$ cat src/sv/scsr_pkg.sv
// Shared types, constants and the scan code table for the setpoint ramper.
`default_nettype none
package scsr_pkg;

   localparam int NUM_KEYS         = 10;
   localparam int NUM_OUT          = 5;
   localparam int CHANNELS_DEFAULT = 5;
   localparam int DATA_W           = 8;
   localparam int COUNT_W          = DATA_W + 1;
   localparam int QUEUE_DEPTH      = 2;
   localparam int QPTR_W           = $clog2(QUEUE_DEPTH);
   localparam int QCNT_W           = $clog2(QUEUE_DEPTH + 1);
   localparam int CSR_INDEX_W      = 3;

   localparam logic [DATA_W-1:0] BREAK_CODE     = 8'hF0;
   localparam logic [DATA_W-1:0] SETPOINT_RESET = 8'd90;

   localparam logic [DATA_W-1:0] KEY_CODES [NUM_KEYS] = '{
      8'h1C, 8'h1A, 8'h1B, 8'h22, 8'h23, 8'h21, 8'h2B, 8'h2A, 8'h34, 8'h32
   };

   typedef enum logic [CSR_INDEX_W-1:0] {
      CFG_HOLD_THRESHOLD = 3'd0,
      CFG_SLOW_UP_STEP   = 3'd1,
      CFG_FAST_UP_STEP   = 3'd2,
      CFG_SLOW_DOWN_STEP = 3'd3,
      CFG_FAST_DOWN_STEP = 3'd4,
      CFG_UPPER_LIMIT    = 3'd5
   } cfg_index_type;

   typedef struct packed {
      logic [DATA_W-1:0] hold_threshold;
      logic [DATA_W-1:0] slow_up_step;
      logic [DATA_W-1:0] fast_up_step;
      logic [DATA_W-1:0] slow_down_step;
      logic [DATA_W-1:0] fast_down_step;
      logic [DATA_W-1:0] upper_limit;
   } cfg_type;

   localparam cfg_type CFG_RESET = '{
      hold_threshold: 8'd20,
      slow_up_step:   8'd1,
      fast_up_step:   8'd10,
      slow_down_step: 8'd1,
      fast_down_step: 8'd10,
      upper_limit:    8'd180
   };

   typedef logic [NUM_KEYS-1:0] keys_type;

   typedef struct packed {
      logic     valid;
      keys_type keys;
   } key_push_type;

   function automatic keys_type key_match(input logic [DATA_W-1:0] code);
      keys_type hit;
      for (int k = 0; k < NUM_KEYS; k++) begin
         hit[k] = (KEY_CODES[k] == code);
      end
      return hit;
   endfunction

endpackage
`default_nettype wire

$ cat src/sv/scan_code_setpoint_ramper_unit.sv
// Top level: scan-code driven setpoint ramper with a decoupled front and back.
// Path: a request's key snapshot is registered in the key queue, then its setpoints are
// registered in the result register before the result handshake.
// Throughput: one transaction per cycle while the two-entry key queue has room;
// it absorbs output stalls until full. Each channel gets one add/clamp/subtract pass.
// Synchronous reset empties the queue, clears key flags and hold counters, reloads the
// config defaults and returns every setpoint to 90.
`default_nettype none
module scan_code_setpoint_ramper_unit #(
   parameter int CHANNELS = scsr_pkg::CHANNELS_DEFAULT
) (
   input  wire logic                                        clock,
   input  wire logic                                        reset,
   input  wire logic                                        req_tvalid,
   output logic                                             req_tready,
   input  wire logic [scsr_pkg::DATA_W-1:0]                 req_tdata,  // [7:0] scan_byte
   input  wire logic                                        req_tuser,  // [0] byte_valid
   output logic                                             rsp_tvalid,
   input  wire logic                                        rsp_tready,
   // [7:0] position_a, [15:8] position_b, [23:16] position_c,
   // [31:24] position_d, [39:32] position_e
   output logic [scsr_pkg::NUM_OUT*scsr_pkg::DATA_W-1:0]    rsp_tdata,
   input  wire logic                                        csr_we,
   input  wire logic [scsr_pkg::CSR_INDEX_W-1:0]            csr_index,
   input  wire logic [scsr_pkg::DATA_W-1:0]                 csr_wdata
);
   import scsr_pkg::*;

   cfg_type      cfg_ff, cfg_in;
   key_push_type push;
   logic         q_ready, q_valid, q_pop;
   keys_type     q_keys;

   always_comb begin
      cfg_in = cfg_ff;
      if (csr_we) begin
         unique case (csr_index)
            CFG_HOLD_THRESHOLD: cfg_in.hold_threshold = csr_wdata;
            CFG_SLOW_UP_STEP:   cfg_in.slow_up_step   = csr_wdata;
            CFG_FAST_UP_STEP:   cfg_in.fast_up_step   = csr_wdata;
            CFG_SLOW_DOWN_STEP: cfg_in.slow_down_step = csr_wdata;
            CFG_FAST_DOWN_STEP: cfg_in.fast_down_step = csr_wdata;
            CFG_UPPER_LIMIT:    cfg_in.upper_limit    = csr_wdata;
            default:            cfg_in = cfg_ff;
         endcase
      end
   end

   always_ff @(posedge clock) begin
      if (reset) begin
         cfg_ff <= CFG_RESET;
      end else begin
         cfg_ff <= cfg_in;
      end
   end

   assign req_tready = q_ready;

   scsr_front u_front (
      .clock         (clock),
      .reset         (reset),
      .in_valid      (req_tvalid),
      .in_byte_valid (req_tuser),
      .in_scan_byte  (req_tdata),
      .q_ready       (q_ready),
      .push          (push)
   );

   scsr_queue u_queue (
      .clock      (clock),
      .reset      (reset),
      .push       (push),
      .push_ready (q_ready),
      .pop        (q_pop),
      .pop_valid  (q_valid),
      .pop_keys   (q_keys)
   );

   scsr_back #(
      .CHANNELS (CHANNELS)
   ) u_back (
      .clock     (clock),
      .reset     (reset),
      .cfg       (cfg_ff),
      .q_valid   (q_valid),
      .q_keys    (q_keys),
      .q_pop     (q_pop),
      .out_valid (rsp_tvalid),
      .out_ready (rsp_tready),
      .out_data  (rsp_tdata)
   );

endmodule
`default_nettype wire

$ cat src/sv/scsr_front.sv
// Front end: takes scan transactions and tracks the held-key flags.
`default_nettype none
module scsr_front (
   input  wire logic                        clock,
   input  wire logic                        reset,
   input  wire logic                        in_valid,
   input  wire logic                        in_byte_valid,
   input  wire logic [scsr_pkg::DATA_W-1:0] in_scan_byte,
   input  wire logic                        q_ready,
   output scsr_pkg::key_push_type           push
);
   import scsr_pkg::*;

   keys_type key_flags_ff, key_flags_in;
   logic     release_pending_ff, release_pending_in;
   keys_type hit;
   logic     take;

   assign take = in_valid && q_ready;
   assign hit  = key_match(in_scan_byte);

   always_comb begin
      key_flags_in       = key_flags_ff;
      release_pending_in = release_pending_ff;
      if (take && in_byte_valid) begin
         if (in_scan_byte == BREAK_CODE) begin
            release_pending_in = 1'b1;
         end else begin
            if (release_pending_ff) begin
               key_flags_in = key_flags_ff & ~hit;
            end else begin
               key_flags_in = key_flags_ff | hit;
            end
            release_pending_in = 1'b0;
         end
      end
   end

   always_ff @(posedge clock) begin
      if (reset) begin
         key_flags_ff       <= '0;
         release_pending_ff <= 1'b0;
      end else begin
         key_flags_ff       <= key_flags_in;
         release_pending_ff <= release_pending_in;
      end
   end

   assign push.valid = take;
   assign push.keys  = key_flags_in;

endmodule
`default_nettype wire

$ cat src/sv/scsr_queue.sv
// Two-entry queue of key snapshots between front and back.
`default_nettype none
module scsr_queue (
   input  wire logic                    clock,
   input  wire logic                    reset,
   input  wire scsr_pkg::key_push_type  push,
   output logic                         push_ready,
   input  wire logic                    pop,
   output logic                         pop_valid,
   output scsr_pkg::keys_type           pop_keys
);
   import scsr_pkg::*;

   keys_type          mem_ff [QUEUE_DEPTH];
   logic [QPTR_W-1:0] wr_ptr_ff, wr_ptr_in;
   logic [QPTR_W-1:0] rd_ptr_ff, rd_ptr_in;
   logic [QCNT_W-1:0] count_ff, count_in;
   logic              do_push, do_pop;

   assign push_ready = (count_ff != QCNT_W'(QUEUE_DEPTH));
   assign pop_valid  = (count_ff != '0);
   assign pop_keys   = mem_ff[rd_ptr_ff];
   assign do_push    = push.valid && push_ready;
   assign do_pop     = pop && pop_valid;

   always_comb begin
      wr_ptr_in = wr_ptr_ff;
      rd_ptr_in = rd_ptr_ff;
      count_in  = count_ff;
      if (do_push) begin
         wr_ptr_in = (wr_ptr_ff == QPTR_W'(QUEUE_DEPTH - 1)) ? '0 : wr_ptr_ff + 1'b1;
      end
      if (do_pop) begin
         rd_ptr_in = (rd_ptr_ff == QPTR_W'(QUEUE_DEPTH - 1)) ? '0 : rd_ptr_ff + 1'b1;
      end
      if (do_push && !do_pop) begin
         count_in = count_ff + 1'b1;
      end else if (do_pop && !do_push) begin
         count_in = count_ff - 1'b1;
      end
   end

   always_ff @(posedge clock) begin
      if (reset) begin
         wr_ptr_ff <= '0;
         rd_ptr_ff <= '0;
         count_ff  <= '0;
      end else begin
         wr_ptr_ff <= wr_ptr_in;
         rd_ptr_ff <= rd_ptr_in;
         count_ff  <= count_in;
      end
   end

   always_ff @(posedge clock) begin
      if (do_push) begin
         mem_ff[wr_ptr_ff] <= push.keys;
      end
   end

   a_count_bound: assert property (@(posedge clock) disable iff (reset)
      count_ff <= QCNT_W'(QUEUE_DEPTH))
      else $error("queue count beyond depth");

   a_push_grows: assert property (@(posedge clock) disable iff (reset)
      (do_push && !do_pop) |=> (count_ff == $past(count_ff) + 1'b1))
      else $error("queue count did not grow on push");

   a_pop_shrinks: assert property (@(posedge clock) disable iff (reset)
      (do_pop && !do_push) |=> (count_ff == $past(count_ff) - 1'b1))
      else $error("queue count did not shrink on pop");

endmodule
`default_nettype wire

$ cat src/sv/scsr_back.sv
// Back end: hold counters, setpoint ramping and the result register.
`default_nettype none
module scsr_back #(
   parameter int CHANNELS = scsr_pkg::CHANNELS_DEFAULT
) (
   input  wire logic                                      clock,
   input  wire logic                                      reset,
   input  wire scsr_pkg::cfg_type                         cfg,
   input  wire logic                                      q_valid,
   input  wire scsr_pkg::keys_type                        q_keys,
   output logic                                           q_pop,
   output logic                                           out_valid,
   input  wire logic                                      out_ready,
   output logic [scsr_pkg::NUM_OUT*scsr_pkg::DATA_W-1:0]  out_data
);
   import scsr_pkg::*;

   logic out_valid_ff, out_valid_in;

   assign q_pop = q_valid && (!out_valid_ff || out_ready);

   always_comb begin
      out_valid_in = out_valid_ff;
      if (q_pop) begin
         out_valid_in = 1'b1;
      end else if (out_ready) begin
         out_valid_in = 1'b0;
      end
   end

   always_ff @(posedge clock) begin
      if (reset) begin
         out_valid_ff <= 1'b0;
      end else begin
         out_valid_ff <= out_valid_in;
      end
   end

   assign out_valid = out_valid_ff;

   for (genvar i = 0; i < NUM_OUT; i++) begin : g_chan
      if (i < CHANNELS) begin : g_live
         logic [DATA_W-1:0]  sp_ff, sp_in;
         logic [COUNT_W-1:0] up_cnt_ff, up_cnt_in;
         logic [COUNT_W-1:0] dn_cnt_ff, dn_cnt_in;
         logic               up_held, dn_held;
         logic [DATA_W-1:0]  up_step, dn_step, after_up;
         logic [COUNT_W-1:0] up_sum;
         logic [COUNT_W-1:0] thr;

         assign thr     = {1'b0, cfg.hold_threshold};
         assign up_held = q_keys[2*i];
         assign dn_held = q_keys[2*i+1];

         always_comb begin
            up_cnt_in = '0;
            dn_cnt_in = '0;
            if (up_held) begin
               up_cnt_in = (up_cnt_ff <= thr) ? up_cnt_ff + 1'b1 : up_cnt_ff;
            end
            if (dn_held) begin
               dn_cnt_in = (dn_cnt_ff <= thr) ? dn_cnt_ff + 1'b1 : dn_cnt_ff;
            end
            up_step = (up_cnt_in > thr) ? cfg.fast_up_step : cfg.slow_up_step;
            dn_step = (dn_cnt_in > thr) ? cfg.fast_down_step : cfg.slow_down_step;
            up_sum  = {1'b0, sp_ff} + {1'b0, up_step};
            after_up = sp_ff;
            if (up_held) begin
               after_up = (up_sum > {1'b0, cfg.upper_limit}) ? cfg.upper_limit
                                                             : up_sum[DATA_W-1:0];
            end
            sp_in = after_up;
            if (dn_held) begin
               sp_in = (after_up > dn_step) ? after_up - dn_step : '0;
            end
         end

         always_ff @(posedge clock) begin
            if (reset) begin
               sp_ff     <= SETPOINT_RESET;
               up_cnt_ff <= '0;
               dn_cnt_ff <= '0;
            end else if (q_pop) begin
               sp_ff     <= sp_in;
               up_cnt_ff <= up_cnt_in;
               dn_cnt_ff <= dn_cnt_in;
            end
         end

         assign out_data[i*DATA_W +: DATA_W] = sp_ff;
      end else begin : g_idle
         assign out_data[i*DATA_W +: DATA_W] = '0;
      end
   end

   a_pop_needs_room: assert property (@(posedge clock) disable iff (reset)
      q_pop |-> (q_valid && (!out_valid_ff || out_ready)))
      else $error("pop while result slot occupied");

   a_stall_holds: assert property (@(posedge clock) disable iff (reset)
      (out_valid_ff && !out_ready) |=> (out_valid_ff && $stable(out_data)))
      else $error("stalled result changed");

   a_pop_shows: assert property (@(posedge clock) disable iff (reset)
      q_pop |=> out_valid_ff)
      else $error("popped transaction not presented");

endmodule
`default_nettype wire

$ cat config.mk
export PLATFORM = sky130hd
export DESIGN_NAME = scan_code_setpoint_ramper_unit
export DESIGN_NICKNAME = d
export VERILOG_FILES = /design/src/sv/scsr_pkg.sv /design/src/sv/scan_code_setpoint_ramper_unit.sv /design/src/sv/scsr_front.sv /design/src/sv/scsr_queue.sv /design/src/sv/scsr_back.sv
export SDC_FILE = /design/constraint.sdc
export NUM_CORES = 1
export LEC_CHECK = 0
export ABC_AREA = 0
export BUFFER_PORTS_ARGS = -buffer_cell sky130_fd_sc_hd__buf_4
export CORE_MARGIN = 4
export CORE_UTILIZATION = 30
export CTS_BUF_LIST = sky130_fd_sc_hd__clkbuf_8
export CTS_CLUSTER_DIAMETER = 100
export DETAILED_ROUTE_END_ITERATION = 8
export MAX_ROUTING_LAYER = met4
export PLACE_DENSITY = 0.4
export SYNTH_ARGS = -nofsm -noshare
export SYNTH_HDL_FRONTEND = slang
export SYNTH_SLANG_ARGS = --single-unit
$ cat constraint.sdc
create_clock -name clock -period 15.6 [get_ports clock]
set_clock_uncertainty 0.05 [all_clocks]
set_input_delay 0.78 -clock clock [delete_from_list [all_inputs] [get_ports clock]]
set_output_delay 0.78 -clock clock [all_outputs]
set_load 0.02 [all_outputs]
==> Yosys cells after proc, flatten, opt, wreduce, memory -nomap -nowiden <==
Memories as Yosys holds them, arrays and structs flattened. A register that Yosys moved wholly into a read port is not among the register bits.
Index checks and enable logic that the tools add are counted.
{ "word_totals": {"regBits": 194, "ramBits": 20, "inputBits": 25, "output_inout_bits": 42, "elab_cells": 187, "n_memories": 1} }
{ "classes": {"n_addsub": 24, "n_lt_le_gt_ge": 30, "n_eq_ne": 17, "muxes": 64, "bitwise_logic": 3, "n_reduce_logical": 21} }
{ "mem_list": {"columns": ["name", "depth", "word_bits", "read_ports", "rd_ports_with_merged_regs", "write_ports", "line", "text"], "rows": [
  ["u_queue.mem_ff", 2, 10, 1, 1, 1, "scsr_queue.sv:14", "keys_type mem_ff [QUEUE_DEPTH];"]
]} }
{ "op_table": {"columns": ["operator", "n"], "rows": [
  ["8-bit 2-to-1 mux", 30],
  ["9-bit 2-to-1 mux", 20],
  ["9-bit by 8-bit > comparator with 1-bit output", 15],
  ["9-bit by 1-bit adder with 9-bit output (second input constant)", 10],
  ["9-bit by 8-bit <= comparator with 1-bit output", 10],
  ["6-bit by 8-bit equality test with 1-bit output (first input constant)", 7],
  ["8-bit by 8-bit adder with 9-bit output", 5],
  ["8-bit > comparator", 5],
  ["8-bit subtractor", 5],
  ["10-bit 2-to-1 mux", 3],
  ["5-bit by 8-bit equality test with 1-bit output (first input constant)", 3],
  ["2-bit AND reduction", 6],
  ["10-bit bitwise AND", 1],
  ["10-bit NOT", 1],
  ["10-bit bitwise OR", 1],
  ["1-bit 2-to-1 mux", 9],
  ["8-bit equality test (second input constant)", 1],
  ["1-bit logical AND", 7],
  ["3-bit by 2-bit equality test with 1-bit output (second input constant)", 2],
  ["3-bit equality test (second input constant)", 2],
  ["2-bit nonzero test", 3],
  ["2-bit 2-to-1 mux", 2],
  ["3-bit by 1-bit equality test with 1-bit output (second input constant)", 1],
  ["1-bit logical NOT", 3],
  ["other kinds (6)", 7]
]} }

==> Logic depth before layout (Yosys ltp) <==
{ "logic_depth": {"ltp_word": 12, "depth_mapped": 41, "depth_no_buf": 40} }

==> By module <==
A second synthesis with hierarchy kept.
{ "hier_totals": {"cells_unflattened": 2522, "hier_area_um2": 21079.0} }
{ "by_module_without_submodules": {"columns": ["mod", "n_inst", "cells_per_inst", "area_per_inst_um2", "seq_area_each_um2"], "rows": [
  ["scsr_back", 1, 2202, 17464.2, 2622.5],
  ["scan_code_setpoint_ramper_unit", 1, 180, 1928.1, 960.9],
  ["scsr_queue", 1, 55, 940.9, 700.7],
  ["scsr_front", 1, 85, 745.7, 220.2]
]} }

==> Worst setup path after synthesis <==
No wires, ideal clock.
{ "synth_path": {"path_kind": "flip-flop to flip-flop", "start": "register cfg_ff[42] (netlist name)", "end": "register u_back.g_chan[0].g_live.sp_ff[4]", "setup_time_ns": 0.060, "t_arrival_ns": 8.401, "t_required_ns": 15.490, "path_slack_ns": 7.089, "stages_incl_launch_ff": 39, "path_buffers": 2, "period_less_slack_ns": 8.511, "path_cell_list": "dfxtp_1 > inv_1 > ha_1 > a21o_1 > a21o_1 > a221o_1 > o21ai_2 > clkbuf_1 > mux2i_1 > nor2_1 > ha_1 > nor2b_1 > o21a_1 > o21ai_0 > a21oi_1 > a211oi_1 > o22ai_2 > mux2_2 > (+3 left out) > o21ai_0 > xnor2_1 > ha_1 > or4_4 > a2111oi_4 > o22ai_1 > buf_6 > mux2i_1 > nand2_1 > ha_1 > fa_1 > nor2b_1 > o31a_1 > o31ai_1 > a211o_1 > a211oi_1 > o32a_1 > o41a_1"} }
{ "synth_via": {"elab_chain_cells": 12, "elab_cells_between_ends": 18, "classes_between": "2 x add/sub; 6 x order compare; 10 x mux"} }
{ "synth_lines": {"columns": ["item", "line", "text"], "rows": [
  ["from (decl)", "scan_code_setpoint_ramper_unit.sv:29", "cfg_type cfg_ff, cfg_in;"],
  ["from (signal assigned)", "scan_code_setpoint_ramper_unit.sv:53", "cfg_ff <= cfg_in;"],
  ["9-bit by 8-bit <= comparator with 1-bit output (*)", "scsr_back.sv:59", "up_cnt_in = (up_cnt_ff <= thr) ? up_cnt_ff + 1'b1 : up_cnt_ff;"],
  ["9-bit 2-to-1 mux (*)", "scsr_back.sv:59", null],
  ["9-bit 2-to-1 mux (*)", "scsr_back.sv:58", "if (up_held) begin"],
  ["via u_back.g_chan[0].g_live.up_cnt_in[1]", "scsr_back.sv:44", "logic [COUNT_W-1:0] up_cnt_ff, up_cnt_in;"],
  ["9-bit by 8-bit > comparator with 1-bit output (*)", "scsr_back.sv:64", "up_step = (up_cnt_in > thr) ? cfg.fast_up_step : cfg.slow_up_step;"],
  ["8-bit 2-to-1 mux (*)", "scsr_back.sv:64", null],
  ["8-bit by 8-bit adder with 9-bit output (*)", "scsr_back.sv:66", "up_sum = {1'b0, sp_ff} + {1'b0, up_step};"],
  ["9-bit by 8-bit > comparator with 1-bit output", "scsr_back.sv:69", "after_up = (up_sum > {1'b0, cfg.upper_limit}) ? cfg.upper_limit"],
  ["8-bit 2-to-1 mux (*)", "scsr_back.sv:69", null],
  ["8-bit 2-to-1 mux (*)", "scsr_back.sv:68", "if (up_held) begin"],
  ["8-bit subtractor or 8-bit > comparator (tied branches)", "scsr_back.sv:74", "sp_in = (after_up > dn_step) ? after_up - dn_step : '0;"],
  ["8-bit 2-to-1 mux", "scsr_back.sv:74", null],
  ["8-bit 2-to-1 mux (*)", "scsr_back.sv:73", "if (dn_held) begin"],
  ["to (signal assigned)", "scsr_back.sv:84", "sp_ff <= sp_in;"],
  ["to (decl)", "scsr_back.sv:43", "logic [DATA_W-1:0] sp_ff, sp_in;"]
]} }
The timed path passes the listed nets; every way through them passes the cells marked *.
A chain may end at the register's enable or synchronous reset.

==> Worst setup path after layout <==
{ "layout_path": {"start": "register cfg_ff[42] (netlist name)", "end": "register u_back.g_chan[3].g_live.sp_ff[7]"} }
{ "layout_via": {"elab_chain_cells": 12, "elab_cells_between_ends": 18, "classes_between": "2 x add/sub; 6 x order compare; 10 x mux"} }
{ "layout_lines": {"columns": ["item", "line"], "rows": [
  ["9-bit by 8-bit <= comparator with 1-bit output (*)", "scsr_back.sv:59"],
  ["9-bit 2-to-1 mux (*)", "scsr_back.sv:59"],
  ["9-bit 2-to-1 mux (*)", "scsr_back.sv:58"],
  ["via u_back.g_chan[3].g_live.up_cnt_in[4]", "scsr_back.sv:44"],
  ["9-bit by 8-bit > comparator with 1-bit output (*)", "scsr_back.sv:64"],
  ["8-bit 2-to-1 mux (*)", "scsr_back.sv:64"],
  ["8-bit by 8-bit adder with 9-bit output (*)", "scsr_back.sv:66"],
  ["9-bit by 8-bit > comparator with 1-bit output", "scsr_back.sv:69"],
  ["8-bit 2-to-1 mux (*)", "scsr_back.sv:69"],
  ["8-bit 2-to-1 mux (*)", "scsr_back.sv:68"],
  ["8-bit subtractor or 8-bit > comparator (tied branches)", "scsr_back.sv:74"],
  ["8-bit 2-to-1 mux", "scsr_back.sv:74"],
  ["8-bit 2-to-1 mux (*)", "scsr_back.sv:73"],
  ["to (signal assigned)", "scsr_back.sv:84"],
  ["to (decl)", "scsr_back.sv:43"]
]} }
Marked as above.

==> metrics.md <==
| Metric | Value |
|---|---|
| Status | finished, final reports clean |
| H-tree Lvls | 2 |
| Max VDD drop | 0.101 mV |
| Synth Flop Type | dfxtp_1 |
| Worst hold path type | flop to flop |
| Syn Std Cell Area | 20700 µm² |
| Endpoints failing setup | 0 |
| Placement Cell Area | 22100 µm² |
| CTS tree | built |
| Initial Utilization | 30.2% |
| Yosys reg bits | 215 |
| Max Cap Viol | 0 |
| Combinational group share of total power | 56.6% |
| Internal power | 1790 µW |
| # resized after CTS | 0 |
| Switching pwr | 1660 µW |
| Buffers & Inverters on Critical Path | 2 |
| Inst Count DP | 3395 |
| Tmin final | 10.21 ns |
| Initial DRC count | 1450 |
| Synth Warn # | 0 |
| Flop pwr share | 22.1% |
| Worst slew margin | 32.4% |
| DRT antenna net count | 0 |
| Sw Share | 48.0% |
| Non-filler cells, final | 3482 |
| CTS Sinks | 215 |
| Total CTS buffers | 47 |
| Fmax | 0.0980 GHz |
| CP arrival | 10.72 ns |
| Reg2Reg Setup Slack | 5.39 ns |
| Crit-path max FO | 17 |
| Post-synth net total | 2859 |
| CP max stage delay | 0.62 ns |
| Gr ovfl total | 0 |
| Total track usage | 22.6% |
| First-pass GRT wire length | 124000 µm |
| Final slew viol count | 0 |
| TritonRoute pass-1 iters | 5 |
| Longest Clk Path Bufs | 3 |
| Vias in the first global route | 19257 |
| Layout cells sized above 1 | 11.1% |
| Via density | 5.70 |
| Crit. path cell count | 39 |
| Post-Route WL | 83000 µm |
| Chip height | 271 µm |
| Clk slew on worst S/H paths | 0.07 ns |
| Netlist cell types | 92 |
| Finished Cell Area | 23200 µm² |
| DP HPWL | 58200 µm |
| Gate count of the mapped netlist | 2528 |
| Unrepaired setup endpoints after global routing | no |
| Io pins | 67 |
| Power density over the cells | 149 nW/µm² |
| Hold path cells | 2 |
| Die X | 271 µm |
| Register area share after synthesis | 21.8% |
| # DRC | 0 |
| Clock network power share | 21.3% |
| Core Area | 68500 µm² |
| Routed WL per cell | 23.8 µm |
| RD Place Congestion | 0.900 |
| Final hold viol count | 0 |
| Worst-margin pin slew | 1.01 ns |
| Initial antenna violation count | 3 |
| Synth async-reset ratio | 0% |
| Die ar. | 73200 µm² |
| Placement Rows | 96 |
| Routed via count | 19832 |
| Setup TNS | 0 ns |
| Nets | 2893 |
| Hold-fix buffers, CTS | 0 |
| CP Class | flop to flop |
| Startpoint types | flop |
| Syn avg cell area | 8.19 µm² |
| Area grow syn2layout | 12.1% |
| Crit-path leading delay family | compound AO/OA/AOI/OAI gates |
| Setup Fix Bufs, Post-CTS | 0 |
| Worst Reg-to-Reg Cells | 39 |
| Final period utilization | 65.4% |
| Slowest CP cell | a311oi_4 |
| IO Port Bufs | 66 |
| Largest net degree at the start of global routing | 76 |
| CTS Root Cell | clkbuf_8 |
| Critical path required time | 16.11 ns |
| Post-synth EDFFs | 20 |
| CP endpoint kind | flop |
| Clk_lat worst skew | 0.64 ns |
| Pleak | 0.00961 µW |
==> stage by stage <==
stage / total power, µW / hold WS, ns / setup WS, ns / util, %
2_1_floorplan: 2060 / 0.386 / 7.09 / -
3_3_place_gp: 2710 / 0.395 / 5.49 / 32.3
3_5_place_dp: 2710 / 0.396 / 5.50 / 32.3
4_1_cts: 3470 / 0.365 / 5.45 / 33.9
5_1_grt: 3720 / 0.390 / 4.71 / 33.9
6_report: 3450 / 0.406 / 5.39 / 33.9
==> worst min-delay path: stages (launching register included) <==
cell     delay, ns
dfxtp_1       0.31
nand2_1       0.05
a21oi_1       0.05
==> power by group through the flow <==
stage	clock network [µW]	logic (µW)	registers [µW]
after floorplan	0	1310	758
final	734	1950	764
after CTS	759	1950	766
after global placement	0	1930	778
after global routing	780	2160	775
after detailed placement	0	1940	777
==> sequential cells by signal (all words and copies together) (netlist names), named ones only <==
| signal | count |
|---|---|
| cfg_ff | 48 |
| u_back.g_chan.g_live.dn_cnt_ff | 45 |
| u_queue.count_ff | 2 |
| u_front.key_flags_ff | 10 |
| u_queue.wr_ptr_ff | 1 |
| u_back.g_chan.g_live.up_cnt_ff | 45 |
| u_back.g_chan.g_live.sp_ff | 40 |
| u_queue.mem_ff | 20 |
| u_back.out_valid | 1 |
| u_queue.rd_ptr_ff | 1 |
| u_front.release_pending_ff | 1 |
==> path summary, 6_finish.rpt <==
kind / from / end
max reg2reg: cfg_ff[42] / u_back.g_chan[3].g_live.sp_ff[7]
max: cfg_ff[42] / u_back.g_chan[3].g_live.sp_ff[7]
min: cfg_ff[46] / cfg_ff[46]
min reg2reg: cfg_ff[46] / cfg_ff[46]
==> layer usage <==
metal | wire length [µm] | GRT usage (%) | up-vias
met4 | 2200 | 6.11 | 0
met1 | 39700 | 30.7 | 9685
met2 | 37200 | 35.4 | 505
met3 | 3900 | 2.86 | 110
li1 | - | - | 9532
met5 | 0 | - | -
==> kinds of logic (layout without fill, tap and decap cells) <==
| group | Yosys count | after routing | synth area share (%) |
|---|---|---|---|
| muxes | 168 | 168 | 8.57 |
| AOI/OAI and AO/OA | 713 | 713 | 22.9 |
| and+or+nand+nor | 817 | 817 | 19.3 |
| adders and majority gates | 306 | 306 | 18.9 |
| buffers and inverters | 195 | 266 | 3.74 |
| DFF | 215 | 215 | 21.8 |
| other | 0 | 1 | 0 |
| xor gates and xnor gates | 114 | 114 | 4.83 |
==> synth_stat cells (11+ instances only) <==
library cell,n,share of area [%]
nor3_1,24,0.58
or3_1,54,1.6
xor2_1,66,2.8
nand4_1,58,1.8
a41oi_1,22,0.93
nand2_1,210,3.8
o2111ai_1,11,0.47
a31oi_1,37,1.1
inv_1,81,1.5
and2_1,31,0.94
mux2i_1,104,5.0
a21oi_1,208,5.0
nor2_1,226,4.1
clkbuf_1,87,1.6
and4_1,11,0.47
nand3_1,68,1.6
o211ai_1,35,1.3
dfxtp_1,195,19
and3_1,41,1.2
edfxtp_1,20,2.9
mux2_2,61,3.3
xnor2_1,48,2.0
o21ai_0,133,3.2
nor2b_1,26,0.79
a211oi_1,30,1.1
ha_1,296,18
o31ai_1,15,0.54
o22ai_1,13,0.39
buf_2,13,0.31
a21o_1,44,1.6
o21a_1,40,1.5
nand2b_1,24,0.73
==> cells in the final DEF, fill, tap and decap left out, types with 13 or more instances in the layout <==
master    synthesis  layout
clkbuf_8          1      60
a31oi_1          37      37
o21ai_0         133     133
o211ai_1         35      35
o22ai_1          13      13
edfxtp_1         20      20
mux2_2           61      61
nor2b_1          26      26
nand4_1          58      58
xor2_1           66      66
a21o_1           44      44
inv_1            81      93
a41oi_1          22      22
xnor2_1          48      48
a21oi_1         208     208
o31ai_1          15      15
nor2_1          226     226
buf_4             0      96
nand2_1         210     210
and3_1           41      41
or3_1            54      54
nor3_1           24      24
ha_1            296     296
mux2i_1         104      94
a211oi_1         30      30
o21a_1           40      39
nand3_1          68      68
and2_1           31      31
dfxtp_1         195     195
nand2b_1         24      24
==> area by class of cell <==
type	instances	area, µm²
well taps	882	1100
fillers	7230	45300
diodes	1	2.50
multi-input cells	2118	15500
clock buffers	60	826
repair buffers	97	732
clock inverters	26	240
inverters	83	312
flip-flops and latches	215	4500
Power figures use the tool's default switching activity.
